--- src/rtl/ksc_pkg.sv ---
`timescale 1ns / 1ps

package ksc_pkg;

  localparam int ANGLE_BITS    = 16;
  localparam int CORDIC_STAGES = 16;

  // Widths of the CORDIC datapath: Q2.30 vectors with headroom, angle in turns.
  localparam int CW = 34;
  localparam int ZW = 33;

  // Pipeline stage numbers, counted from the input register as stage zero.
  localparam int NSTG         = CORDIC_STAGES + 6;
  localparam int ST_COST_TAP  = CORDIC_STAGES + 1;
  localparam int ST_CORD      = CORDIC_STAGES + 2;
  localparam int ST_R         = CORDIC_STAGES + 5;

  localparam int DATA_W = 120;

  localparam logic [31:0]          UNIT_STEP_COST = 32'd46325;
  localparam logic signed [CW-1:0] CORDIC_GAIN    = 34'sd652032874;
  localparam logic [31:0]          TWO_PI_Q29     = 32'd3373259426;
  localparam logic [31:0]          FRAC_HALF      = 32'(64'd1 << (31 - ANGLE_BITS));
  localparam logic [31:0]          FRAC_KEEP      = ~(32'((64'd1 << (32 - ANGLE_BITS)) - 64'd1));

  localparam logic [31:0] ATAN_TURNS [24] = '{
    32'h20000000, 32'h12E4051E, 32'h09FB385B, 32'h051111D4, 32'h028B0D43,
    32'h0145D7E1, 32'h00A2F61E, 32'h00517C55, 32'h0028BE53, 32'h00145F2F,
    32'h000A2F98, 32'h000517CC, 32'h00028BE6, 32'h000145F3, 32'h0000A2FA,
    32'h0000517D, 32'h000028BE, 32'h0000145F, 32'h00000A30, 32'h00000518,
    32'h0000028C, 32'h00000146, 32'h000000A3, 32'h00000051
  };

  typedef enum logic [2:0] {
    CFG_STEP_LENGTH = 3'd0,
    CFG_STEER_TAN   = 3'd1,
    CFG_WHEELBASE   = 3'd2,
    CFG_PEN_TURN    = 3'd3,
    CFG_PEN_REV     = 3'd4,
    CFG_PEN_DIR     = 3'd5
  } cfg_reg_e;

  localparam logic [19:0] RST_STEP_LENGTH = 20'd46324;
  localparam logic [17:0] RST_STEER_TAN   = 18'd37837;
  localparam logic [23:0] RST_WHEELBASE   = 24'd131072;
  localparam logic [15:0] RST_PEN_TURN    = 16'd269;
  localparam logic [15:0] RST_PEN_REV     = 16'd512;
  localparam logic [15:0] RST_PEN_DIR     = 16'd512;

  // Primitives 0..2 drive forward, 3..5 backward.
  localparam logic [2:0] PRIM_FIRST_BACK = 3'd3;
  localparam logic [2:0] PRIM_LAST       = 3'd5;

  typedef enum logic [1:0] {
    STEER_NONE  = 2'd0,
    STEER_LEFT  = 2'd1,
    STEER_RIGHT = 2'd2
  } steer_e;

  // Geometry derived from the configuration, valid while ready is set.
  typedef struct packed {
    logic        ready;
    logic        straight;
    logic [31:0] frac;
    logic [40:0] radius;
  } geom_t;

  typedef struct packed {
    logic [31:0] px;
    logic [31:0] py;
    logic [15:0] head;
    logic [31:0] pcost;
    logic [2:0]  pred;
    logic [2:0]  prim;
    logic [16:0] hsum;
  } side_t;

  typedef struct packed {
    logic [2:0]  prim;
    logic [31:0] cost;
    logic [15:0] heading;
    logic [31:0] y;
    logic [31:0] x;
  } out_t;

  function automatic steer_e steer_of(logic [2:0] p);
    steer_e s;
    unique case (p)
      3'd1, 3'd4: s = STEER_LEFT;
      3'd2, 3'd5: s = STEER_RIGHT;
      default:    s = STEER_NONE;
    endcase
    return s;
  endfunction

  function automatic logic is_back(logic [2:0] p);
    return p >= PRIM_FIRST_BACK;
  endfunction

endpackage

--- src/rtl/ksc_cordic.sv ---
`timescale 1ns / 1ps

module ksc_cordic import ksc_pkg::*; (
  input  logic                 clk_i,
  input  logic                 en_i,
  input  logic [31:0]          ang_i,
  output logic signed [CW-1:0] cos_o,
  output logic signed [CW-1:0] sin_o
);

  logic signed [CW-1:0] x_q [CORDIC_STAGES+1];
  logic signed [CW-1:0] y_q [CORDIC_STAGES+1];
  logic signed [ZW-1:0] z_q [CORDIC_STAGES+1];
  logic [CORDIC_STAGES:0] fl_q;

  logic        flip;
  logic [31:0] ang_f;

  // Angles in the left half-plane are turned by half a turn and negated at the end.
  assign flip  = ang_i[31] ^ ang_i[30];
  assign ang_f = {ang_i[31] ^ flip, ang_i[30:0]};

  always_ff @(posedge clk_i) begin
    if (en_i) begin
      x_q[0]  <= CORDIC_GAIN;
      y_q[0]  <= '0;
      z_q[0]  <= $signed({ang_f[31], ang_f});
      fl_q[0] <= flip;
    end
  end

  for (genvar k = 0; k < CORDIC_STAGES; k++) begin : g_iter
    always_ff @(posedge clk_i) begin
      if (en_i) begin
        fl_q[k+1] <= fl_q[k];
        if (!z_q[k][ZW-1]) begin
          x_q[k+1] <= x_q[k] - (y_q[k] >>> k);
          y_q[k+1] <= y_q[k] + (x_q[k] >>> k);
          z_q[k+1] <= z_q[k] - $signed({1'b0, ATAN_TURNS[k]});
        end else begin
          x_q[k+1] <= x_q[k] + (y_q[k] >>> k);
          y_q[k+1] <= y_q[k] - (x_q[k] >>> k);
          z_q[k+1] <= z_q[k] + $signed({1'b0, ATAN_TURNS[k]});
        end
      end
    end
  end

  always_ff @(posedge clk_i) begin
    if (en_i) begin
      cos_o <= fl_q[CORDIC_STAGES] ? -x_q[CORDIC_STAGES] : x_q[CORDIC_STAGES];
      sin_o <= fl_q[CORDIC_STAGES] ? -y_q[CORDIC_STAGES] : y_q[CORDIC_STAGES];
    end
  end

endmodule

--- config.mk ---
export PLATFORM = sky130hd
export DESIGN_NAME = ksc_cordic
export DESIGN_NICKNAME = d
export VERILOG_FILES = /design/src/rtl/ksc_pkg.sv /design/src/rtl/ksc_cordic.sv
export SDC_FILE = /design/constraint.sdc
export NUM_CORES = 2
export LEC_CHECK = 0
export BUFFER_PORTS_ARGS = -buffer_cell sky130_fd_sc_hd__buf_2
export CAP_MARGIN = 30
export CORE_ASPECT_RATIO = 1.25
export CORE_UTILIZATION = 40
export DETAILED_ROUTE_END_ITERATION = 8
export HOLD_SLACK_MARGIN = 0.15
export PLACE_DENSITY = 0.65
export RECOVER_POWER = 100
export SLEW_MARGIN = 10
export SYNTH_ARGS = -nofsm -noshare
export SYNTH_HDL_FRONTEND = slang
export SYNTH_SLANG_ARGS = --single-unit
--- constraint.sdc ---
create_clock -name clk_i -period 6.04 [get_ports clk_i]
set_input_delay 0.604 -clock clk_i [delete_from_list [all_inputs] [get_ports clk_i]]
set_output_delay 0.604 -clock clk_i [all_outputs]
set_load 0.01 [all_outputs]
## Word-level counts from Yosys, hierarchy flattened

Memories as Yosys holds them, arrays and structs flattened.
Cells that the tools add are included.

| operators by class | value |
|---|---|
| add/sub/neg operators | 97 |
| multiplexer cells | 148 |
| bitwise logic cells | 50 |

Operators with widths:

| kind | count |
|---|---|
| $mux W34 | 34 |
| $mux W33 | 16 |
| $mux W1 | 98 |
| $add A34 B19 Y34 | 2 |
| $add A34 B20 Y34 | 2 |
| $add A34 B21 Y34 | 2 |
| $add A34 B22 Y34 | 2 |
| $add A34 B23 Y34 | 2 |
| $add A34 B24 Y34 | 2 |
| $add A34 B25 Y34 | 2 |
| $add A34 B26 Y34 | 2 |
| $add A34 B27 Y34 | 2 |
| $add A34 B28 Y34 | 2 |
| $add A34 B29 Y34 | 2 |
| $add A34 B30 Y34 | 2 |
| $add A34 B31 Y34 | 2 |
| $add A34 B32 Y34 | 2 |
| $add A34 B33 Y34 | 2 |
| $neg A34 Y34 | 2 |
| $sub A34 B19 Y34 | 2 |
| $sub A34 B20 Y34 | 2 |
| $sub A34 B21 Y34 | 2 |
| $sub A34 B22 Y34 | 2 |
| $sub A34 B23 Y34 | 2 |
| other kinds (46) | 105 |

| word-level totals | value |
|---|---|
| bits in registers | 85 |
| RAM bits | 1717 |
| input bits | 34 |
| output and inout bits | 68 |
| logic and storage cells | 317 |
| memories | 3 |

Memories:

| memory | words | bits a word | read ports | clocked after Yosys merged registers in | write ports | RTL line | source |
|---|---|---|---|---|---|---|---|
| x_q | 17 | 34 | 17 | 0 | 17 | ksc_cordic.sv:11 | `logic signed [CW-1:0] x_q [CORDIC_STAGES+1];` |
| y_q | 17 | 34 | 17 | 0 | 17 | ksc_cordic.sv:12 | `logic signed [CW-1:0] y_q [CORDIC_STAGES+1];` |
| z_q | 17 | 33 | 16 | 0 | 17 | ksc_cordic.sv:13 | `logic signed [ZW-1:0] z_q [CORDIC_STAGES+1];` |

## Depth between registers and ports, before layout

| depth | value |
|---|---|
| depth in word-level cells | 4 |
| mapped depth | 22 |
| mapped depth without buffers | 21 |

## Worst setup path after synthesis

OpenSTA, ideal clock, no wires.

| timing path | value |
|---|---|
| path type | input -> register |
| start point | input en_i |
| end point | memory x_q[13][33], data pin |
| setup time | 260 ps |
| arrival | 4897 ps |
| data required time | 5780 ps |
| setup slack | 883 ps |
| cell stages on the path | 18 |
| path buffers | 3 |
| cell sequence | clkbuf_1 > nand2_1 > clkbuf_1 > clkbuf_1 > o41ai_1 > xnor2_1 > ha_1 > a21o_1 > a21oi_1 > o21ai_0 > or3_1 > o221a_2 > o41ai_1 > o221ai_1 > o21a_1 > a221o_1 > a21oi_1 > xnor2_1 |

RTL lines:

| item | RTL line | source |
|---|---|---|
| start: declaration | ksc_cordic.sv:5 | `input logic en_i,` |
| end: declaration | ksc_cordic.sv:11 |  |

==> summary.txt <==
Drt
  – Routed Wire Length: 311.6 mm
  – DR pass1 iterations: 8
  – Routed vias: 95650
  – Detailed Route Iter0 Violations: 5181
  – # DRC: 0
  – Routed Antenna Nets: 0
  – Via/cell ratio: 5.520
  – Mean routed wirelength per cell: 17.98 um

Place
  – Detail Placement HPWL: 250.1 mm
  – Number of I/O port buffers: 101
  – Placed instance area: 132200 um2
  – Final weighted congestion of routability-driven global placement: 0.9796

Floorplan
  – Die area: 318000 um2
  – Core area: 314000 um2
  – Std-Cell Rows: 230
  – Die X-Extent: 504.6 um
  – Initial Util: 40.22%
  – Ports: 102
  – Die height: 630.2 um

Logic synthesis
  – Syn Inst Count: 12800
  – Main synth FF type: edfxtp_1
  – Syn Nets: 14260
  – Mapped cell area: 126300 um2
  – Count of cell types in the netlist: 86
  – Post-synth ARST share: 0%
  – Yosys reg bits: 1574
  – Register area share after synthesis: 37.43%
  – Ys Warns: 0
  – Number of synthesized flops with an enable pin: 1574
  – Mean post-synth cell area: 9.866 um2

Hold path
  – Hold path start: z_q[0][5]
  – Worst hold path endpoint: z_q[1][5]
  – Hold Crit Class: reg2reg
  – Hold depth: 0

Worst setup path
  – Required time of the critical path: 6570 ps
  – Crit Path Max Fanout: 5
  – Worst R2R Path Depth: 19
  – CP endpoint kind: flip-flop
  – Crit path arrival time: 6270 ps
  – RR Startpoint: x_q[10][10]
  – R2R Setup Slk: 310 ps
  – Worst setup SP type: flip-flop
  – Crit path launch: x_q[10][10]
  – Reg2reg end: y_q[11][30]
  – Crit path kind: reg2reg

STA
  – Final period utilization: 94.92%
  – Max Clock Freq: 0.1744 GHz
  – Max-slew violation count: 1255
  – Clk_skew: 117.5 ps
  – Final setup viols: 0
  – Rel. slew slack: -172.6%
  – Hold Vio Cnt, Final: 0
  – Worst-margin pin slew: 4089 ps
  – RSZ-0062 raised after global routing: false
  – Final setup TNS: 0 ps
  – Post-layout min period: 5733 ps

Layout
  – Nets: 14480
  – Share of layout cells above drive strength 1: 3.696%
  – Layout Cell Area excl Fill: 138100 um2
  – Fill cells: 29940
  – Area added between synthesis and finish: 9.320%

Clock network
  – Clk sinks: 1574
  – Clock H-tree levels: 4
  – CTS tree: yes
  – CTS max path bufs: 4
  – CTS clock-pin slew for the worst setup and hold paths: 60 ps
  – Cts repair resizes: 0
  – CTS Buf Count: 183
  – Worst-Skew Late Latency: 900 ps
  – CTS root buffer: clkbuf_16

Status
  – Status: complete, but fails checks
  – Failing checks: max-capacitance violations, max-slew violations

Global route
  – Grt peak-use layer: met2
  – Number of global-route vias before repair: 94420
  – M2 GR Usage: 38.21%
  – Pin count of the biggest net entering global routing: 177
  – Met3 GRT Util: 1.917%
  – Initial antenna violation count: 2
  – Total grt overflow: 0
  – Met1 Use GR: 18.07%
  – Global-route wire length before repair: 493.2 mm
  – Total GRT Usage: 19.05%

Run
  – Max cap viols: 18
==> through the flow <==
stage	utilization, %	worst slack, ps	hold slack [ps]	std cells
2_1_floorplan	-	883.0	400.3	12800
3_3_place_gp	42.10	500.6	400.3	16970
3_5_place_dp	42.11	549.2	404.5	16970
4_1_cts	44.10	517.1	330.9	17320
5_1_grt	43.97	128.5	358.9	17330
6_report	43.97	307.1	393.4	17330
==> area by class of cell <==
cell class	instances	area (um2)	share of cell area, %
clock buffer	204	4679	3.390
tap	4176	5225	3.785
antenna	3	7.507	0.005438
multi-input combinational	10510	76310	55.28
inverter	504	1892	1.370
clock inverter	113	1229	0.8900
sequential	1574	47270	34.24
timing repair buffer	247	1444	1.046
==> worst max-delay path, stage by stage, from the launching register on <==
cell      delay [ps]
edfxtp_1         480
nor3_1           220
nand2_1           90
nor3_1           620
nand2_1          290
nor3b_1          480
nor2_1           100
xnor2_1          370
ha_1             350
and3_1           180
a221oi_1         390
o21ai_0          120
a41oi_1          370
clkbuf_1         220
nor2_1            60
o31a_1           290
o41ai_1          250
clkbuf_1         230
mux2i_1          200
nand3_1           90
==> synth_stat cells (all sizes together) (75+ instances only) <==
cell	number	area share [%]
inv	499	1.5
nand3	223	0.88
o41ai	75	0.54
o21bai	160	0.95
nand2	702	2.1
xor2	634	4.4
o21ai	710	2.8
nor4	82	0.41
ha	1382	14
and3	100	0.50
clkbuf	187	0.56
a21o	694	4.1
a31oi	118	0.58
a211oi	88	0.52
a21oi	1334	5.3
or3	100	0.50
edfxtp	1574	37
o21a	178	1.1
nor3	269	1.1
nand2b	211	1.0
o31ai	164	0.97
xnor2	1293	9.0
nor2b	174	0.86
nand4	92	0.46
nor2	869	2.6
==> routing by layer <==
layer	vias to the layer above	part of all wire (%)	routed length (um)
li1	48170	-	-
met1	44740	36	111400
met2	1843	54	169600
met3	896	2.7	8496
met4	0	7.1	22090
met5	-	0	0
==> how the worst max path moves through the flow <==
stage / slack, ps / endpoint / cells past startpoint
2_1_floorplan: 880 / x_q[13][33] / 18
3_3_place_gp: 500 / x_q[14][33] / 17
3_5_place_dp: 550 / y_q[12][33] / 17
4_1_cts: 520 / y_q[12][33] / 17
5_1_grt: 130 / y_q[5][33] / 18
6_report: 310 / y_q[11][30] / 19
==> timing repair <==
item / in CTS / in global routing
setup buffers: 0 / 0
endpoints found under the setup margin: 0 / 0
hold buffers: 33 / 0
hold endpoints to repair: 60 / 0
==> cells in the final DEF (no fill, tap or decap), types with 82 or more instances in the layout <==
master,Yosys,final
edfxtp_1,1574,1574
ha_1,1382,1382
a21oi_1,1334,1334
xnor2_1,1293,1293
nor2_1,869,869
o21ai_0,703,709
nand2_1,702,701
a21o_1,694,694
xor2_1,633,633
inv_1,496,497
nor3_1,269,269
nand3_1,223,223
nand2b_1,211,211
clkbuf_16,0,184
o21a_1,178,178
nor2b_1,174,174
o31ai_1,164,164
o21bai_1,160,160
clkbuf_1,186,150
a31oi_1,118,118
or3_1,100,100
and3_1,100,100
nand4_1,92,92
a211oi_1,88,88
nor4_1,82,82
==> cells by family after synthesis <==
| logic type | after synthesis | share of synthesized area [%] |
|---|---|---|
| multiplexers | 106 | 0.8788 |
| adder cells (fa/ha/maj) | 1426 | 14.39 |
| AO/OA/AOI/OAI | 3949 | 19.82 |
| XOR/XNOR | 1928 | 13.39 |
| buffers and inverters | 717 | 2.133 |
| flip-flops | 1574 | 37.43 |
| AND/OR/NAND/NOR | 3099 | 11.96 |
==> sequential cells by signal, summed over array words and instances (netlist names) <==
signal and count:
sin_o 34, cos_o 34, y_q 511, x_q 484
fl_q 17, z_q 494
Power is left out: the tool's default activity adds up to more than one toggle a clock period on the data nets, which glitch-free logic cannot reach.
