[src/rtl/ksc_pkg.sv]
`timescale 1ns / 1ps

package ksc_pkg;

  localparam int ANGLE_BITS    = 16;
  localparam int CORDIC_STAGES = 16;

  // Widths of the CORDIC datapath: Q2.30 vectors with headroom, angle in turns.
  localparam int CW = 34;
  localparam int ZW = 33;

  // Pipeline stage numbers, counted from the input register as stage zero.
  localparam int NSTG         = CORDIC_STAGES + 6;
  localparam int ST_COST_TAP  = CORDIC_STAGES + 1;
  localparam int ST_CORD      = CORDIC_STAGES + 2;
  localparam int ST_R         = CORDIC_STAGES + 5;

  localparam int DATA_W = 120;

  localparam logic [31:0]          UNIT_STEP_COST = 32'd46325;
  localparam logic signed [CW-1:0] CORDIC_GAIN    = 34'sd652032874;
  localparam logic [31:0]          TWO_PI_Q29     = 32'd3373259426;
  localparam logic [31:0]          FRAC_HALF      = 32'(64'd1 << (31 - ANGLE_BITS));
  localparam logic [31:0]          FRAC_KEEP      = ~(32'((64'd1 << (32 - ANGLE_BITS)) - 64'd1));

  localparam logic [31:0] ATAN_TURNS [24] = '{
    32'h20000000, 32'h12E4051E, 32'h09FB385B, 32'h051111D4, 32'h028B0D43,
    32'h0145D7E1, 32'h00A2F61E, 32'h00517C55, 32'h0028BE53, 32'h00145F2F,
    32'h000A2F98, 32'h000517CC, 32'h00028BE6, 32'h000145F3, 32'h0000A2FA,
    32'h0000517D, 32'h000028BE, 32'h0000145F, 32'h00000A30, 32'h00000518,
    32'h0000028C, 32'h00000146, 32'h000000A3, 32'h00000051
  };

  typedef enum logic [2:0] {
    CFG_STEP_LENGTH = 3'd0,
    CFG_STEER_TAN   = 3'd1,
    CFG_WHEELBASE   = 3'd2,
    CFG_PEN_TURN    = 3'd3,
    CFG_PEN_REV     = 3'd4,
    CFG_PEN_DIR     = 3'd5
  } cfg_reg_e;

  localparam logic [19:0] RST_STEP_LENGTH = 20'd46324;
  localparam logic [17:0] RST_STEER_TAN   = 18'd37837;
  localparam logic [23:0] RST_WHEELBASE   = 24'd131072;
  localparam logic [15:0] RST_PEN_TURN    = 16'd269;
  localparam logic [15:0] RST_PEN_REV     = 16'd512;
  localparam logic [15:0] RST_PEN_DIR     = 16'd512;

  // Primitives 0..2 drive forward, 3..5 backward.
  localparam logic [2:0] PRIM_FIRST_BACK = 3'd3;
  localparam logic [2:0] PRIM_LAST       = 3'd5;

  typedef enum logic [1:0] {
    STEER_NONE  = 2'd0,
    STEER_LEFT  = 2'd1,
    STEER_RIGHT = 2'd2
  } steer_e;

  // Geometry derived from the configuration, valid while ready is set.
  typedef struct packed {
    logic        ready;
    logic        straight;
    logic [31:0] frac;
    logic [40:0] radius;
  } geom_t;

  typedef struct packed {
    logic [31:0] px;
    logic [31:0] py;
    logic [15:0] head;
    logic [31:0] pcost;
    logic [2:0]  pred;
    logic [2:0]  prim;
    logic [16:0] hsum;
  } side_t;

  typedef struct packed {
    logic [2:0]  prim;
    logic [31:0] cost;
    logic [15:0] heading;
    logic [31:0] y;
    logic [31:0] x;
  } out_t;

  function automatic steer_e steer_of(logic [2:0] p);
    steer_e s;
    unique case (p)
      3'd1, 3'd4: s = STEER_LEFT;
      3'd2, 3'd5: s = STEER_RIGHT;
      default:    s = STEER_NONE;
    endcase
    return s;
  endfunction

  function automatic logic is_back(logic [2:0] p);
    return p >= PRIM_FIRST_BACK;
  endfunction

endpackage

[src/rtl/ksc_setup.sv]
`timescale 1ns / 1ps

module ksc_setup import ksc_pkg::*; (
  input  logic        clk_i,
  input  logic        rst_ni,
  input  logic        start_i,
  input  logic [19:0] step_i,
  input  logic [17:0] tan_i,
  input  logic [23:0] wb_i,
  output geom_t       geom_o
);

  localparam int DVD_W      = 83;
  localparam int BETA_SHIFT = 45;
  localparam int R_SHIFT    = 42;
  localparam logic [6:0] BETA_STEPS = 7'(DVD_W - 1);
  localparam logic [6:0] R_STEPS    = 7'(DVD_W - R_SHIFT - 1);

  typedef enum logic [4:0] {
    ST_MUL  = 5'b00001,
    ST_CMP  = 5'b00010,
    ST_DIVB = 5'b00100,
    ST_DIVR = 5'b01000,
    ST_DONE = 5'b10000
  } state_e;

  state_e state_q, state_d;

  logic [37:0]      num_q;
  logic [55:0]      den_q;
  logic             straight_q;
  logic [DVD_W-1:0] dvd_q;
  logic [55:0]      rem_q;
  logic [40:0]      quo_q;
  logic [6:0]       cnt_q;
  logic [31:0]      frac_q;
  logic [40:0]      radius_q;

  logic [23:0] wb1;
  logic [47:0] num1000;
  logic [40:0] rdvd;
  logic [56:0] trial, dv, diff;
  logic        ge;
  logic [55:0] rem_nx;
  logic [40:0] quo_nx;

  assign wb1     = (wb_i == '0) ? 24'd1 : wb_i;
  assign num1000 = {num_q, 10'd0} - {6'd0, num_q, 4'd0} - {7'd0, num_q, 3'd0};
  assign rdvd    = {1'b0, wb1, 16'd0} + {24'd0, tan_i[17:1]};

  // One restoring division step per cycle, shared by both quotients.
  assign trial  = {rem_q, dvd_q[DVD_W-1]};
  assign dv     = (state_q == ST_DIVB) ? {1'b0, den_q} : {39'd0, tan_i};
  assign ge     = trial >= dv;
  assign diff   = trial - dv;
  assign rem_nx = ge ? diff[55:0] : trial[55:0];
  assign quo_nx = {quo_q[39:0], ge};

  always_comb begin
    state_d = state_q;
    unique case (state_q)
      ST_MUL:  state_d = ST_CMP;
      ST_CMP:  state_d = ST_DIVB;
      ST_DIVB: if (cnt_q == '0) state_d = ST_DIVR;
      ST_DIVR: if (cnt_q == '0) state_d = ST_DONE;
      ST_DONE: state_d = ST_DONE;
      default: state_d = ST_MUL;
    endcase
    if (start_i) state_d = ST_MUL;
  end

  always_ff @(posedge clk_i or negedge rst_ni) begin
    if (!rst_ni) begin
      state_q <= ST_MUL;
    end else begin
      state_q <= state_d;
    end
  end

  always_ff @(posedge clk_i) begin
    unique case (state_q)
      ST_MUL: begin
        num_q <= {18'd0, step_i} * {20'd0, tan_i};
        den_q <= {32'd0, wb1} * {24'd0, TWO_PI_Q29};
      end
      ST_CMP: begin
        straight_q <= num1000 < {8'd0, wb1, 16'd0};
        dvd_q      <= {num_q, {BETA_SHIFT{1'b0}}};
        rem_q      <= '0;
        quo_q      <= '0;
        cnt_q      <= BETA_STEPS;
      end
      ST_DIVB: begin
        if (cnt_q == '0) begin
          frac_q <= (quo_nx[31:0] + FRAC_HALF) & FRAC_KEEP;
          dvd_q  <= {rdvd, {R_SHIFT{1'b0}}};
          rem_q  <= '0;
          quo_q  <= '0;
          cnt_q  <= R_STEPS;
        end else begin
          dvd_q <= dvd_q << 1;
          rem_q <= rem_nx;
          quo_q <= quo_nx;
          cnt_q <= cnt_q - 7'd1;
        end
      end
      ST_DIVR: begin
        dvd_q <= dvd_q << 1;
        rem_q <= rem_nx;
        quo_q <= quo_nx;
        cnt_q <= cnt_q - 7'd1;
        if (cnt_q == '0) radius_q <= quo_nx;
      end
      default: ;
    endcase
  end

  assign geom_o = '{ready: state_q == ST_DONE, straight: straight_q,
                    frac: frac_q, radius: radius_q};

endmodule

[config.mk]
export PLATFORM = sky130hd
export DESIGN_NAME = ksc_setup
export DESIGN_NICKNAME = d
export VERILOG_FILES = /design/src/rtl/ksc_pkg.sv /design/src/rtl/ksc_setup.sv
export SDC_FILE = /design/constraint.sdc
export NUM_CORES = 2
export LEC_CHECK = 0
export ABC_AREA = 1
export ABC_CLOCK_PERIOD_IN_PS = 5030
export BUFFER_PORTS_ARGS = -buffer_cell sky130_fd_sc_hd__buf_2
export CAP_MARGIN = 20
export CELL_PAD_IN_SITES_DETAIL_PLACEMENT = 0
export CELL_PAD_IN_SITES_GLOBAL_PLACEMENT = 1
export CORE_UTILIZATION = 35
export CTS_CLUSTER_SIZE = 40
export DETAILED_ROUTE_END_ITERATION = 8
export PLACE_DENSITY = 0.69
export SLEW_MARGIN = 20
export SYNTH_ARGS = -nofsm -noshare
export SYNTH_HDL_FRONTEND = slang
export SYNTH_SLANG_ARGS = --single-unit
[constraint.sdc]
create_clock -name clk_i -period 5.03 [get_ports clk_i]
set_clock_uncertainty 0.2 [all_clocks]
set_input_delay 0.2515 -clock clk_i [delete_from_list [all_inputs] [get_ports clk_i]]
set_output_delay 0.2515 -clock clk_i [all_outputs]
set_load 0.1 [all_outputs]
# After elaboration in Yosys (flattened, before gate mapping)
# Cells that the tools add are included.
# word_totals
register_bits	342
inputBits	65
out_inout_bits	75
elab_cells	48
# classes
addsub	6
multipliers	2
n_lt_le_gt_ge	2
eq_ne	7
mux	15
reduce_logical	6
# op_table
operator	count
one-hot mux 83 bit (3 select lines)	1
two-way mux 56 bit	3
one-hot mux 56 bit (3 select lines)	1
one-hot mux 40 bit (3 select lines)	1
two-way mux 83 bit	1
greater-or-equal comparator 57 x 56 -> 1 bit	1
subtractor 56 bit	1
multiplier 24 x 31 -> 55 bit, second input constant	1
< comparator 48 x 40 -> 1 bit	1
subtractor 48 x 41 -> 48 bit	1
subtractor 48 x 42 -> 48 bit	1
adder 40 x 17 -> 41 bit	1
two-way mux 40 bit	1
multiplier 20 x 18 -> 38 bit	1
adder 32 x 16 -> 32 bit, second input constant	1
one-hot mux 5 bit (5 select lines)	1
zero test 24 bit	1
two-way mux 24 bit	1
one-hot mux 7 bit (3 select lines)	1
two-way mux 5 bit	3
zero test 7 bit	1
two-way mux 7 bit	1
subtractor 7 x 1 -> 7 bit, second input constant	1
AND reduction 2 bit	3
8 further kinds	8

# Logic depth before layout (Yosys ltp)
# logic_depth
ltp_word	6
mapped_depth	32
ltp_nobuf	32

# Worst setup path before layout
# OpenSTA, ideal clock, no wires.
# synth_path
path_type	input-to-reg
start	input wb_i[22]
end	register den_q[54], data pin
setup_time_ns	0.264
arrival_ns	6.440
required_ns	4.566
setup_slack_ns	-1.874
cell_stages	27
path_buffers	0
path_cell_list	inv_1 ha_1 nand4_1 nor3_1 nand2_1 inv_1 nor2_1 fa_1 inv_1 fa_1 fa_1 inv_1 fa_1 fa_1 inv_1 fa_1 inv_1 fa_1 ha_1 nand2_1 nor2_1 inv_1 nor2_1 nand3_1 o21ai_0 a31oi_1 xor2_1
# synth_via
elab_chain_len	3
# synth_rtl
item	line	source
start: declaration	ksc_setup.sv:9	input logic [23:0] wb_i,
zero test 24 bit	ksc_setup.sv:47	assign wb1 = (wb_i == '0) ? 24'd1 : wb_i;
two-way mux 24 bit (*)	ksc_setup.sv:47	
multiplier 24 x 31 -> 55 bit (*)	ksc_setup.sv:84	den_q <= {32'd0, wb1} * {24'd0, TWO_PI_Q29};
end signal: assignment	ksc_setup.sv:84	
end: declaration	ksc_setup.sv:30	logic [55:0] den_q;
# Mark *: on every way between the ends. The rest lies on a longest branch, timed or not.
# A chain may end at the register's enable or synchronous reset.

# Final worst setup path
# layout_path
start	input wb_i[11]
end	register den_q[50], data pin
# layout_via
elab_chain_len	3
# layout_rtl
item	line	source
zero test 24 bit	ksc_setup.sv:47	
two-way mux 24 bit	ksc_setup.sv:47	
named net wb1[0]	ksc_setup.sv:39	logic [23:0] wb1;
multiplier 24 x 31 -> 55 bit	ksc_setup.sv:84	
# The timed path passes the listed nets, and every way through them passes these cells.

==> results.json <==
{
  "fillers": 12386,
  "synthCells": 5279,
  "end_kind": "flip-flop",
  "io_buffers": 123,
  "yosys_warnings": 0,
  "ys_types": 58,
  "yosysTopAreaCellShare_pct": 25.9,
  "syn_area_sq_um": 44400,
  "drc": 0,
  "synth_top_family_by_area": "adder cells",
  "synthAdderAreaFrac_pct": 40.7,
  "overflow": 0,
  "ys_seq_area_share_pct": 20.2,
  "cts_tree": "built",
  "fin_nets": 7200,
  "htree_levels": 2,
  "ys_top_cells_by_area": "fa_1 (26%), edfxtp_1 (20%), ha_1 (15%)",
  "gr-usage-all-layers_pct": 22.9,
  "fin_ws_ns": -1.23,
  "drt_iter0_drc": 2416,
  "cap_violations": 0,
  "outcome": "finished with violations",
  "cts.sinks": 300,
  "path_class": "primary input to flip-flop",
  "antenna_found_initial": 2,
  "finalWirelength_um": 147000,
  "slew_headroom_pct": 38.0,
  "synth_area_per_cell_sq_um": 8.42,
  "critPathMaxFanout": 3,
  "min_path_type": "primary input to flip-flop",
  "viasPerCell": 4.82,
  "rsz0062_at_grt": "true",
  "synthMuxAreaShare_pct": 0.0225,
  "finalCritPeriodShare_pct": 124,
  "num_vias": 37191,
  "max_clock_freq_mhz": 160,
  "period_minus_slack_ns": 6.26,
  "grt_start_max_net_pins": 85,
  "dieArea_sq_um": 128000,
  "core_area_sq_um": 126000,
  "die_h_um": 358,
  "grt_pass1_wl_um": 225000,
  "detail_route.first_pass.iterations": 5,
  "worst_pin_slew_ns": 0.929,
  "finalSetupViolCount": 44,
  "clkSlewWorstSetupHoldPaths_ns": 0.05,
  "cts_buffers": 37,
  "violations": "setup timing",
  "holdWs_ns": 0.0894,
  "clock-root-buffer": "clkbuf_16",
  "synth_compound_area_share_pct": 9.12,
  "synth-main-ff-cell": "edfxtp_1",
  "critPathRequiredTime_ns": 5.17,
  "wl_per_cell_um": 19.1,
  "rows": 130,
  "slew_viol_final": 0,
  "clockBufferDepth": 3,
  "place.gp.congestion": 0.989,
  "synth_xor_area_share_pct": 3.53,
  "synth_edf_count": 295,
  "start_util_pct": 35.3,
  "dp_hpwl_um": 124000,
  "ant_nets": 0,
  "crit_path_start_kind": "primary input",
  "pin_count": 140,
  "yosysTopAreaCell": "fa_1",
  "hold_viol_final": 0,
  "synthSimpleGateAreaFrac_pct": 14.3,
  "ys_seq_elements": 300,
  "drive_gt1_share_pct": 23.9,
  "diodes": 0,
  "syn_to_final_growth_pct": 28.6,
  "arrival_ns": 6.40,
  "synth-async-reset-ratio_pct": 1.67,
  "clock_latency_ns": 0.60,
  "die_w_um": 358,
  "first_global_vias": 38564
}
-- cell usage in the layout, fill, tap and decap left out, types with 16 or more instances in the layout --
cell	n
nand2_4	31
xor2_1	96
nand2_1	918
a31oi_1	27
nor2_4	27
nand3_1	86
nand4_1	31
o21ai_1	37
buf_4	634
ha_4	60
a21oi_1	228
fa_1	537
conb_1	16
buf_12	30
buf_2	75
o21a_1	17
nor2_1	292
inv_1	1159
o21ai_0	178
nor2_2	47
nand3_2	17
a21oi_4	21
a21oi_2	57
fa_2	39
nor3_1	34
o21bai_1	24
ha_1	460
inv_2	76
edfxtp_1	295
buf_6	85
nand2_2	56
clkbuf_16	37
xnor2_1	63
-- cells in the mapped netlist (5+ instances only) --
cell,count
inv_1,1237
nand2_1,1004
fa_1,576
ha_1,525
nor2_1,355
a21oi_1,306
edfxtp_1,295
o21ai_0,217
clkbuf_1,106
xor2_1,104
nand3_1,101
xnor2_1,75
a31oi_1,39
nor3_1,38
nand4_1,31
buf_4,27
o21bai_1,26
o21ai_1,18
nor4_1,17
o21a_1,17
a21o_1,14
inv_2,14
o221ai_1,14
o211ai_1,13
a22oi_1,12
nor2_2,11
a21boi_0,9
buf_1,8
or2_2,6
a221o_1,5
buf_2,5
-- worst max-delay path: stages --
cell and delay, ns:
buf_6 0.10, nor2_4 0.23, nand4_1 0.15, nor2_1 0.15, nand2_2 0.12, nand2_4 0.13
inv_2 0.04, fa_2 0.47, fa_1 0.59, fa_2 0.45, fa_1 0.52, inv_1 0.06
fa_2 0.52, inv_2 0.04, fa_1 0.52, inv_1 0.05, fa_1 0.48, ha_4 0.32
buf_4 0.15, nand2_2 0.07, nor2_2 0.11, nand2_1 0.11, nor2_1 0.14, buf_4 0.15
nand3_1 0.09, nand3_2 0.14, a31oi_2 0.10, xnor2_1 0.13
-- kinds of logic after synthesis --
| family | Yosys count |
|---|---|
| buffers and inverters | 1399 |
| flip-flops | 300 |
| XOR/XNOR | 179 |
| AO/OA/AOI/OAI | 719 |
| multiplexers | 1 |
| adder cells (fa/ha/maj) | 1101 |
| AND/OR/NAND/NOR | 1579 |
| other | 1 |
-- layer usage --
layer	up-vias	share of wire [%]	track usage, %
met2	835	47	38.5
met5	-	0.0088	0
met4	2	2.2	4.91
met3	137	5.4	3.15
li1	17983	-	-
met1	18234	45	31.3
-- repair_timing --
| item | 4_1_cts | 5_1_grt |
|---|---|---|
| pin swaps | 102 | 219 |
| buffers inserted | 32 | 66 |
| hold buffers | 7 | 0 |
| cloned | 0 | 2 |
| gates resized for setup | 268 | 365 |
| endpoints found under the setup margin | 67 | 96 |
| hold endpoints to repair | 13 | 0 |
-- final cells by class --
class	instances	area [sq um]	area share (%)
Multi-Input combinational cell	3597	33000	57.7
Sequential cell	300	8980	15.7
Timing Repair Buffer	847	7020	12.3
Inverter	1251	4780	8.36
Tap cell	1650	2060	3.61
Clock buffer	42	945	1.65
Clock inverter	22	374	0.655
-- state kept, by name, summed over array words and instances (netlist names) --
name	cells
rem_q	56
den_q	55
dvd_q	41
radius_q	41
quo_q	40
num_q	38
frac_q	16
cnt_q	7
state_q	5
straight_q	1
-- through the flow --
| stage | area (sq um) | TNS, ns | setup WS [ns] | cells | util, % |
|---|---|---|---|---|---|
| 5_1_grt | 57100 | -50.21 | -1.43 | 7709 | 45.4 |
| 4_1_cts | 55200 | -38.30 | -1.15 | 7650 | 43.9 |
| 3_5_place_dp | 52500 | -111.04 | -2.36 | 7551 | 41.7 |
| 2_1_floorplan | 46100 | -45.09 | -1.29 | 5294 | - |
| 6_report | 57100 | -41.85 | -1.23 | 7709 | 45.4 |
| 3_3_place_gp | 52500 | -107.87 | -2.30 | 7551 | 41.7 |
-- path summary, 6_finish.rpt --
check                      cells after the start  slack [ns]           end  startpoint
min reg2reg                                    0        0.22  radius_q[40]   quo_q[39]
min                                            5        0.09      num_q[3]    tan_i[3]
max in group asynchronous                      4        3.46    state_q[4]      rst_ni
max                                           28       -1.23     den_q[50]    wb_i[11]
min in group asynchronous                      3        0.54    state_q[0]      rst_ni
max reg2reg                                   16        0.25      rem_q[2]  state_q[1]
Power is not shown: default switching activity piles up to over one toggle a cycle in this logic, so the estimate is an artifact.
