===== config.mk =====
export PLATFORM = sky130hd
export DESIGN_NAME = ksc_cost
export DESIGN_NICKNAME = d
export VERILOG_FILES = /design/src/rtl/ksc_pkg.sv /design/src/rtl/ksc_cost.sv
export SDC_FILE = /design/constraint.sdc
export NUM_CORES = 2
export LEC_CHECK = 0
export ABC_AREA = 1
export BUFFER_PORTS_ARGS = -buffer_cell sky130_fd_sc_hd__buf_2
export CAP_MARGIN = 10
export CORE_MARGIN = 1
export CORE_UTILIZATION = 60
export DETAILED_ROUTE_END_ITERATION = 12
export GPL_TIMING_DRIVEN = 0
export PLACE_DENSITY_LB_ADDON = 0.12
export SYNTH_ARGS = -nofsm -noshare
export SYNTH_HDL_FRONTEND = slang
export SYNTH_SLANG_ARGS = --single-unit

===== constraint.sdc =====
create_clock -name clk_i -period 7.39 [get_ports clk_i]
set_clock_uncertainty 0.1 [all_clocks]
set_input_delay 1.1085 -clock clk_i [delete_from_list [all_inputs] [get_ports clk_i]]
set_output_delay 1.1085 -clock clk_i [all_outputs]
set_load 0.05 [all_outputs]

===== src/rtl/ksc_pkg.sv =====
`timescale 1ns / 1ps

package ksc_pkg;

  localparam int ANGLE_BITS    = 16;
  localparam int CORDIC_STAGES = 16;

  // Widths of the CORDIC datapath: Q2.30 vectors with headroom, angle in turns.
  localparam int CW = 34;
  localparam int ZW = 33;

  // Pipeline stage numbers, counted from the input register as stage zero.
  localparam int NSTG         = CORDIC_STAGES + 6;
  localparam int ST_COST_TAP  = CORDIC_STAGES + 1;
  localparam int ST_CORD      = CORDIC_STAGES + 2;
  localparam int ST_R         = CORDIC_STAGES + 5;

  localparam int DATA_W = 120;

  localparam logic [31:0]          UNIT_STEP_COST = 32'd46325;
  localparam logic signed [CW-1:0] CORDIC_GAIN    = 34'sd652032874;
  localparam logic [31:0]          TWO_PI_Q29     = 32'd3373259426;
  localparam logic [31:0]          FRAC_HALF      = 32'(64'd1 << (31 - ANGLE_BITS));
  localparam logic [31:0]          FRAC_KEEP      = ~(32'((64'd1 << (32 - ANGLE_BITS)) - 64'd1));

  localparam logic [31:0] ATAN_TURNS [24] = '{
    32'h20000000, 32'h12E4051E, 32'h09FB385B, 32'h051111D4, 32'h028B0D43,
    32'h0145D7E1, 32'h00A2F61E, 32'h00517C55, 32'h0028BE53, 32'h00145F2F,
    32'h000A2F98, 32'h000517CC, 32'h00028BE6, 32'h000145F3, 32'h0000A2FA,
    32'h0000517D, 32'h000028BE, 32'h0000145F, 32'h00000A30, 32'h00000518,
    32'h0000028C, 32'h00000146, 32'h000000A3, 32'h00000051
  };

  typedef enum logic [2:0] {
    CFG_STEP_LENGTH = 3'd0,
    CFG_STEER_TAN   = 3'd1,
    CFG_WHEELBASE   = 3'd2,
    CFG_PEN_TURN    = 3'd3,
    CFG_PEN_REV     = 3'd4,
    CFG_PEN_DIR     = 3'd5
  } cfg_reg_e;

  localparam logic [19:0] RST_STEP_LENGTH = 20'd46324;
  localparam logic [17:0] RST_STEER_TAN   = 18'd37837;
  localparam logic [23:0] RST_WHEELBASE   = 24'd131072;
  localparam logic [15:0] RST_PEN_TURN    = 16'd269;
  localparam logic [15:0] RST_PEN_REV     = 16'd512;
  localparam logic [15:0] RST_PEN_DIR     = 16'd512;

  // Primitives 0..2 drive forward, 3..5 backward.
  localparam logic [2:0] PRIM_FIRST_BACK = 3'd3;
  localparam logic [2:0] PRIM_LAST       = 3'd5;

  typedef enum logic [1:0] {
    STEER_NONE  = 2'd0,
    STEER_LEFT  = 2'd1,
    STEER_RIGHT = 2'd2
  } steer_e;

  // Geometry derived from the configuration, valid while ready is set.
  typedef struct packed {
    logic        ready;
    logic        straight;
    logic [31:0] frac;
    logic [40:0] radius;
  } geom_t;

  typedef struct packed {
    logic [31:0] px;
    logic [31:0] py;
    logic [15:0] head;
    logic [31:0] pcost;
    logic [2:0]  pred;
    logic [2:0]  prim;
    logic [16:0] hsum;
  } side_t;

  typedef struct packed {
    logic [2:0]  prim;
    logic [31:0] cost;
    logic [15:0] heading;
    logic [31:0] y;
    logic [31:0] x;
  } out_t;

  function automatic steer_e steer_of(logic [2:0] p);
    steer_e s;
    unique case (p)
      3'd1, 3'd4: s = STEER_LEFT;
      3'd2, 3'd5: s = STEER_RIGHT;
      default:    s = STEER_NONE;
    endcase
    return s;
  endfunction

  function automatic logic is_back(logic [2:0] p);
    return p >= PRIM_FIRST_BACK;
  endfunction

endpackage


===== src/rtl/ksc_cost.sv =====
`timescale 1ns / 1ps

module ksc_cost import ksc_pkg::*; (
  input  logic        clk_i,
  input  logic        en_i,
  input  logic [2:0]  prim_i,
  input  logic [2:0]  pred_i,
  input  logic [15:0] pen_turn_i,
  input  logic [15:0] pen_rev_i,
  input  logic [15:0] pen_dir_i,
  input  logic [31:0] cost_i,
  output logic [31:0] cost_o
);

  // Q16.16 times Q8.8, rounded half up and saturated.
  function automatic logic [31:0] apply_factor(logic [31:0] v, logic [15:0] p);
    logic [47:0] prod;
    logic [47:0] rnd;
    prod = {16'd0, v} * {32'd0, p};
    rnd  = (prod + 48'd128) >> 8;
    return (rnd[47:32] != '0) ? 32'hFFFF_FFFF : rnd[31:0];
  endfunction

  logic        turn, back, dir;
  logic [31:0] inc1_q, inc2_q, inc3_q;
  logic [31:0] c1_q, c2_q, c3_q;
  logic        rev1_q, dir1_q, dir2_q;
  logic [32:0] sum;

  assign turn = pred_i != prim_i;
  assign back = is_back(prim_i);
  assign dir  = turn && (back ? (pred_i < PRIM_FIRST_BACK) : (pred_i >= PRIM_FIRST_BACK));
  assign sum  = {1'b0, c3_q} + {1'b0, inc3_q};

  always_ff @(posedge clk_i) begin
    if (en_i) begin
      inc1_q <= turn ? apply_factor(UNIT_STEP_COST, pen_turn_i) : UNIT_STEP_COST;
      rev1_q <= back;
      dir1_q <= dir;
      c1_q   <= cost_i;
      inc2_q <= rev1_q ? apply_factor(inc1_q, pen_rev_i) : inc1_q;
      dir2_q <= dir1_q;
      c2_q   <= c1_q;
      inc3_q <= dir2_q ? apply_factor(inc2_q, pen_dir_i) : inc2_q;
      c3_q   <= c2_q;
      cost_o <= sum[32] ? 32'hFFFF_FFFF : sum[31:0];
    end
  end

endmodule


-- After elaboration in Yosys (flattened, before gate mapping)
Cells that the tools add are included.
W data, S select, Z words.
- output and inout port bits: 32
- register bits after elaboration: 227
- bits of input ports: 88
- word-level logic and storage cells: 34
- reduce and logical (&&, ||, !) cells: 5
- add/subtract/negate cells: 4
- order comparisons: 3
- muxes and demuxes: 6
- bitwise operators: 1
- multiply operators: 3
- equal/unequal tests: 1
- operators with widths (cell ; count):
    $mux W32 ; 5
    $add A48 B8 Y48 const B ; 2
    $mul A32 B16 Y48 ; 2
    $add A32 B32 Y33 ; 1
    $add A32 B8 Y33 const B ; 1
    $mul A16 B16 Y32 const A ; 1
    $reduce_bool A16 Y1 ; 2
    $reduce_bool A16 Y1 const A ; 1
    $ge A3 B2 Y1 const B ; 2
    $lt A3 B2 Y1 const B ; 1
    $ne A3 B3 Y1 ; 1
    $reduce_or A2 Y1 ; 1
    $logic_and A1 B1 Y1 ; 1
    $mux W1 ; 1
    $not A1 Y1 ; 1

-- Depth between registers and ports, before layout
- depth in word-level cells: 5
- depth in mapped cells: 34

-- Worst setup path before layout
OpenSTA, ideal clock, no wires.
- kind: input -> register
- start: input port pen_rev_i[2]
- end: register inc2_q[27] (data pin)
- cell stages on the path: 30
- arrival time: 6.450 ns
- path slack: 0.574 ns
- cells stage by stage: clkbuf_1 clkbuf_1 nand2_1 fa_1 inv_1 fa_1 inv_1 fa_1 inv_1 fa_1 inv_1 fa_1 inv_1 fa_1 ha_1 a21oi_1 inv_1 a21oi_1 nand2_1 nand2_1 nand2_1 nand2_1 nand3_1 nand2_1 nand2_1 nor2_2 buf_4 nand2_1 nor2_1 nor2_1
- cells in the longest elaborated chain, start to end: 5
- ends and longest elaborated chain (item ; RTL line ; source):
    from (decl) ; ksc_cost.sv:9 ; input logic [15:0] pen_rev_i,
    $mul A32 B16 Y48 (*) ; ksc_cost.sv:19 ; prod = {16'd0, v} * {32'd0, p};
    $add A48 B8 Y48 (*) ; ksc_cost.sv:20 ; rnd = (prod + 48'd128) >> 8;
    $reduce_bool A16 Y1 ; ksc_cost.sv:21 ; return (rnd[47:32] != '0) ? 32'hFFFF_FFFF : rnd[31:0];
    $mux W32 (*) ; ksc_cost.sv:21 ;
    $mux W32 (*) ; ksc_cost.sv:41 ; inc2_q <= rev1_q ? apply_factor(inc1_q, pen_rev_i) : inc1_q;
    to (signal assigned) ; ksc_cost.sv:41 ;
    to (decl) ; ksc_cost.sv:25 ; logic [31:0] inc1_q, inc2_q, inc3_q;
Every way passes the cells marked *; elsewhere a longest branch is shown, timed or not.
A chain may end at the register's enable or synchronous reset.

-- Final worst setup path
- start: input port pen_dir_i[1]
- end: register inc3_q[26] (data pin)
- cells in the longest elaborated chain, start to end: 5
- ends and longest elaborated chain (item ; RTL line ; source):
    from (decl) ; ksc_cost.sv:10 ; input logic [15:0] pen_dir_i,
    $mul A32 B16 Y48 (*) ; ksc_cost.sv:19 ;
    $add A48 B8 Y48 (*) ; ksc_cost.sv:20 ;
    $reduce_bool A16 Y1 ; ksc_cost.sv:21 ;
    $mux W32 (*) ; ksc_cost.sv:21 ;
    $mux W32 (*) ; ksc_cost.sv:44 ; inc3_q <= dir2_q ? apply_factor(inc2_q, pen_dir_i) : inc2_q;
    to (signal assigned) ; ksc_cost.sv:44 ;
    to (decl) ; ksc_cost.sv:25 ;
Marks and branches as above.

==> run summary <==
In this run the count of I/O pins placed on the die edge is 120. The total number of yosys warnings was 0. The first global-routing pass estimated 219000 µm of wire. For the total global routing track utilization, the log shows 35.1%.

STA puts the critical path data required time at 7.56 ns. For the half-perimeter wire length of the detailed placement result, the log shows 118000 µm. The fraction of post-synthesis cell area in the top cell type by area was 34.6%. For the maximum level of the CTS H-tree, the log shows 1.

The number of buffers inserted by hold repair at cts was 0; the final-layout fill cell count was 7172. Summing all flip-flop and latch instances after layout gives 6610 µm². The average instance in the mapped netlist occupies 7.86 µm². The die is 286 µm tall. In this run the tightest slew margin relative to its limit is 38.5%.

The run gives 0 as the max-slew violation total from the final report. For the worst-skew pair, the clock arrives at the later sink with an insertion delay of 0.53 ns. Setup repair after global routing left no endpoint under its margin. The number of buffer and inverter stages on the critical path is 11, and the count of TritonRoute iterations in the first routing pass is 6.

The detailed router finished its first iteration with 3010 violations. Timing would allow up to 139 MHz. The proportion of synthesized flip-flops having asynchronous set or reset was 0%. The worst setup path is captured at a flop. The run gives 0 as the number of endpoints with negative hold slack in the final report. The detail route stage leaves a number of antenna-violating nets equal to 0. The root buffer cell chosen for the clock tree is sky130_fd_sc_hd__clkbuf_16. TritonCTS built the clock tree. Routability-driven placement finished with a final weighted congestion of 1.01. The routed design could run at a clock period as short as 7.17 ns. Cell repeated most along the worst path: sky130_fd_sc_hd__inv_1. The number of distinct library cell variants in the gate-level netlist after synthesis is 47. Once the floorplan was initialized, standard cells occupied 60.9% of the core.

The number of antenna violations at the first check in global routing is 2. Compared with the post-synthesis result, the final layout area differs by 6.74%. The flow ran to the end, and the final reports show no timing, DRC or antenna violations. For the total DRC errors in the routed layout, the log shows 0. On the critical path, the stage with the largest delay is an instance of sky130_fd_sc_hd__fa_1. The category of the critical setup timing path was primary input to flop. Measured along the x axis, the die boundary spans 286 µm. The biggest area contributor in the post-synthesis netlist is sky130_fd_sc_hd__fa_1. The number of synthesized flops with an enable pin came out at 220.

The number of nets in the synthesized netlist was 7524. The kind of cell with the highest combined delay on the critical path is adder cells. For the worst setup path, the data arrival time is 7.34 ns. The sum of routed wire length over all layers is 139000 µm.

STA classifies the critical path startpoint as a primary input. The number of global-route vias before repair is 39900. In this run the worst path has a maximum fanout of 10. Detail-routed via count per cell: 5.28. The largest net degree at the start of global routing was 126; the ratio of final minimum period to clock period was 97.1%. Ranked by total cell area, the synthesized netlist is headed by sky130_fd_sc_hd__fa_1, sky130_fd_sc_hd__inv_1, sky130_fd_sc_hd__edfxtp_1. The run gives 50200 µm² as the post-place instance area. The number of placement rows was 103; the clock slew seen by the registers of the worst setup and hold paths was 0.06 ns. The multi-input combinational cell area is 34000 µm².

The die area was 81700 µm²; the delay of the slowest cell on the worst path was 0.58 ns. The number of nets in the finished design is 7675, and the count of maximum capacitance violations is 0. The post-synthesis instance area was 48300 µm²; the number of endpoints failing setup at the final stage was 0. Clock tree buffer depth: 3. The tree built by TritonCTS fans out to 220 sinks.

Counting every instance in the synthesized netlist gives 6151. In the final routed layout, each cell accounts on average for 18.9 µm. The logs give 51600 µm² for the final instance area and 0 for the final global-route overflow total. Path type of the worst min-delay path: flop to flop.

The fraction of final layout cells with drive strength greater than 1 came out at 8.50%. In the synthesized netlist the dominant register cell turns out to be sky130_fd_sc_hd__edfxtp_1. The area of the placeable core is 79400 µm².

Synthesis inferred 220 register bits. For the pin with the worst max-slew slack, the measured transition is 0.918 ns. The vias after detailed routing came out at 38900. The number of clock buffers added by TritonCTS is 21.

The share of the Yosys chip area taken by registers is 13.7%. Port buffering added 105 buffers.
cells in the mapped netlist (8+ instances only):
cell type	instances
sky130_fd_sc_hd__inv_1	1789
sky130_fd_sc_hd__nand2_1	1588
sky130_fd_sc_hd__fa_1	835
sky130_fd_sc_hd__ha_1	450
sky130_fd_sc_hd__nor2_1	247
sky130_fd_sc_hd__edfxtp_1	220
sky130_fd_sc_hd__clkbuf_1	216
sky130_fd_sc_hd__a21oi_1	190
sky130_fd_sc_hd__nand3_1	124
sky130_fd_sc_hd__o21ai_0	81
sky130_fd_sc_hd__or2_2	60
sky130_fd_sc_hd__xor2_1	46
sky130_fd_sc_hd__nand3_2	34
sky130_fd_sc_hd__nor2_2	32
sky130_fd_sc_hd__nand4_1	25
sky130_fd_sc_hd__nand2_2	23
sky130_fd_sc_hd__a21o_1	22
sky130_fd_sc_hd__inv_2	20
sky130_fd_sc_hd__xnor2_1	20
sky130_fd_sc_hd__nor3_1	19
sky130_fd_sc_hd__o21a_1	19
sky130_fd_sc_hd__o21bai_1	18
sky130_fd_sc_hd__nand3b_1	13
sky130_fd_sc_hd__a31oi_1	8
sky130_fd_sc_hd__buf_2	8
repair_timing:
item                       CTS  global route
gates resized for setup     41           241
setup endpoints to repair   64            64
buffers inserted             6            68
logic make-up (layout without fill, tap and decap cells):
| logic type | Yosys count | after routing | share of synthesized area, % |
|---|---|---|---|
| compound gates | 360 | 360 | 4.19 |
| xor+xnor | 66 | 66 | 1.20 |
| fa+ha+maj | 1285 | 1285 | 46.2 |
| buf+inv | 2042 | 2207 | 16.0 |
| flops | 220 | 220 | 13.7 |
| other cells | 0 | 2 | 0 |
| simple gates | 2178 | 2178 | 18.7 |
per-layer routing:
metal | GRT usage [%] | part of all wire (%)
met5 | 0 | 0.0093
met4 | 20.2 | 6.7
met3 | 4.86 | 7.2
met2 | 58.7 | 47
met1 | 43.9 | 39
cells in the final DEF, fill, tap and decap left out, types with 17 or more instances in the layout:
cell type / count
sky130_fd_sc_hd__a21o_1: 22
sky130_fd_sc_hd__a21oi_1: 187
sky130_fd_sc_hd__buf_2: 125
sky130_fd_sc_hd__buf_4: 71
sky130_fd_sc_hd__clkbuf_1: 43
sky130_fd_sc_hd__clkbuf_16: 21
sky130_fd_sc_hd__clkbuf_2: 87
sky130_fd_sc_hd__clkbuf_4: 17
sky130_fd_sc_hd__edfxtp_1: 220
sky130_fd_sc_hd__fa_1: 835
sky130_fd_sc_hd__ha_1: 447
sky130_fd_sc_hd__inv_1: 1789
sky130_fd_sc_hd__inv_2: 20
sky130_fd_sc_hd__nand2_1: 1588
sky130_fd_sc_hd__nand2_2: 23
sky130_fd_sc_hd__nand3_1: 124
sky130_fd_sc_hd__nand3_2: 34
sky130_fd_sc_hd__nand4_1: 25
sky130_fd_sc_hd__nor2_1: 246
sky130_fd_sc_hd__nor2_2: 32
sky130_fd_sc_hd__nor3_1: 19
sky130_fd_sc_hd__o21a_1: 19
sky130_fd_sc_hd__o21ai_0: 81
sky130_fd_sc_hd__o21bai_1: 18
sky130_fd_sc_hd__or2_2: 60
sky130_fd_sc_hd__xnor2_1: 20
sky130_fd_sc_hd__xor2_1: 46
sequential cells by signal, summed over array words and instances, names as in the netlist:
| signal | cells |
|---|---|
| c1_q | 32 |
| c2_q | 32 |
| c3_q | 32 |
| cost_o | 32 |
| inc2_q | 32 |
| inc3_q | 32 |
| inc1_q | 25 |
| dir1_q | 1 |
| dir2_q | 1 |
| rev1_q | 1 |
per-stage QoR:
| stage | std cells | setup WS [ns] | utilization [%] | setup TNS [ns] | hold WS, ns |
|---|---|---|---|---|---|
| 5_1_grt | 7366 | 0.0000799 | 65.0 | 0 | 0.295 |
| 2_1_floorplan | 6151 | 0.574 | - | 0 | 0.300 |
| 4_1_cts | 7323 | 0.00163 | 64.1 | 0 | 0.303 |
| 6_report | 7368 | 0.216 | 65.0 | 0 | 0.297 |
| 3_3_place_gp | 7306 | -0.803 | 63.2 | -45.59 | 0.302 |
| 3_5_place_dp | 7307 | -0.832 | 63.3 | -46.58 | 0.305 |
final cells by class:
| type | instances | share of cell area [%] |
|---|---|---|
| inverters | 1810 | 13.2 |
| flip-flops and latches | 220 | 12.8 |
| repair buffers | 180 | 2.41 |
| multi-input cells | 3889 | 65.9 |
| clock buffers | 23 | 1.03 |
| clock inverters | 14 | 0.230 |
| plain buffers | 180 | 1.89 |
| diodes | 2 | 0.00970 |
| well taps | 1050 | 2.55 |
worst paths after layout:
check                                  start  slack [ns]  cells past startpoint    endpoint
worst min register to register      c2_q[21]        0.30                      0    c3_q[21]
worst min-delay path                c2_q[21]        0.30                      0    c3_q[21]
worst max-delay path            pen_dir_i[1]        0.22                     31  inc3_q[26]
worst max register to register    inc2_q[15]        0.26                     28  inc3_q[26]
Power is left out: the tool's default activity adds up to more than one toggle a clock period on the data nets, which glitch-free logic cannot reach.
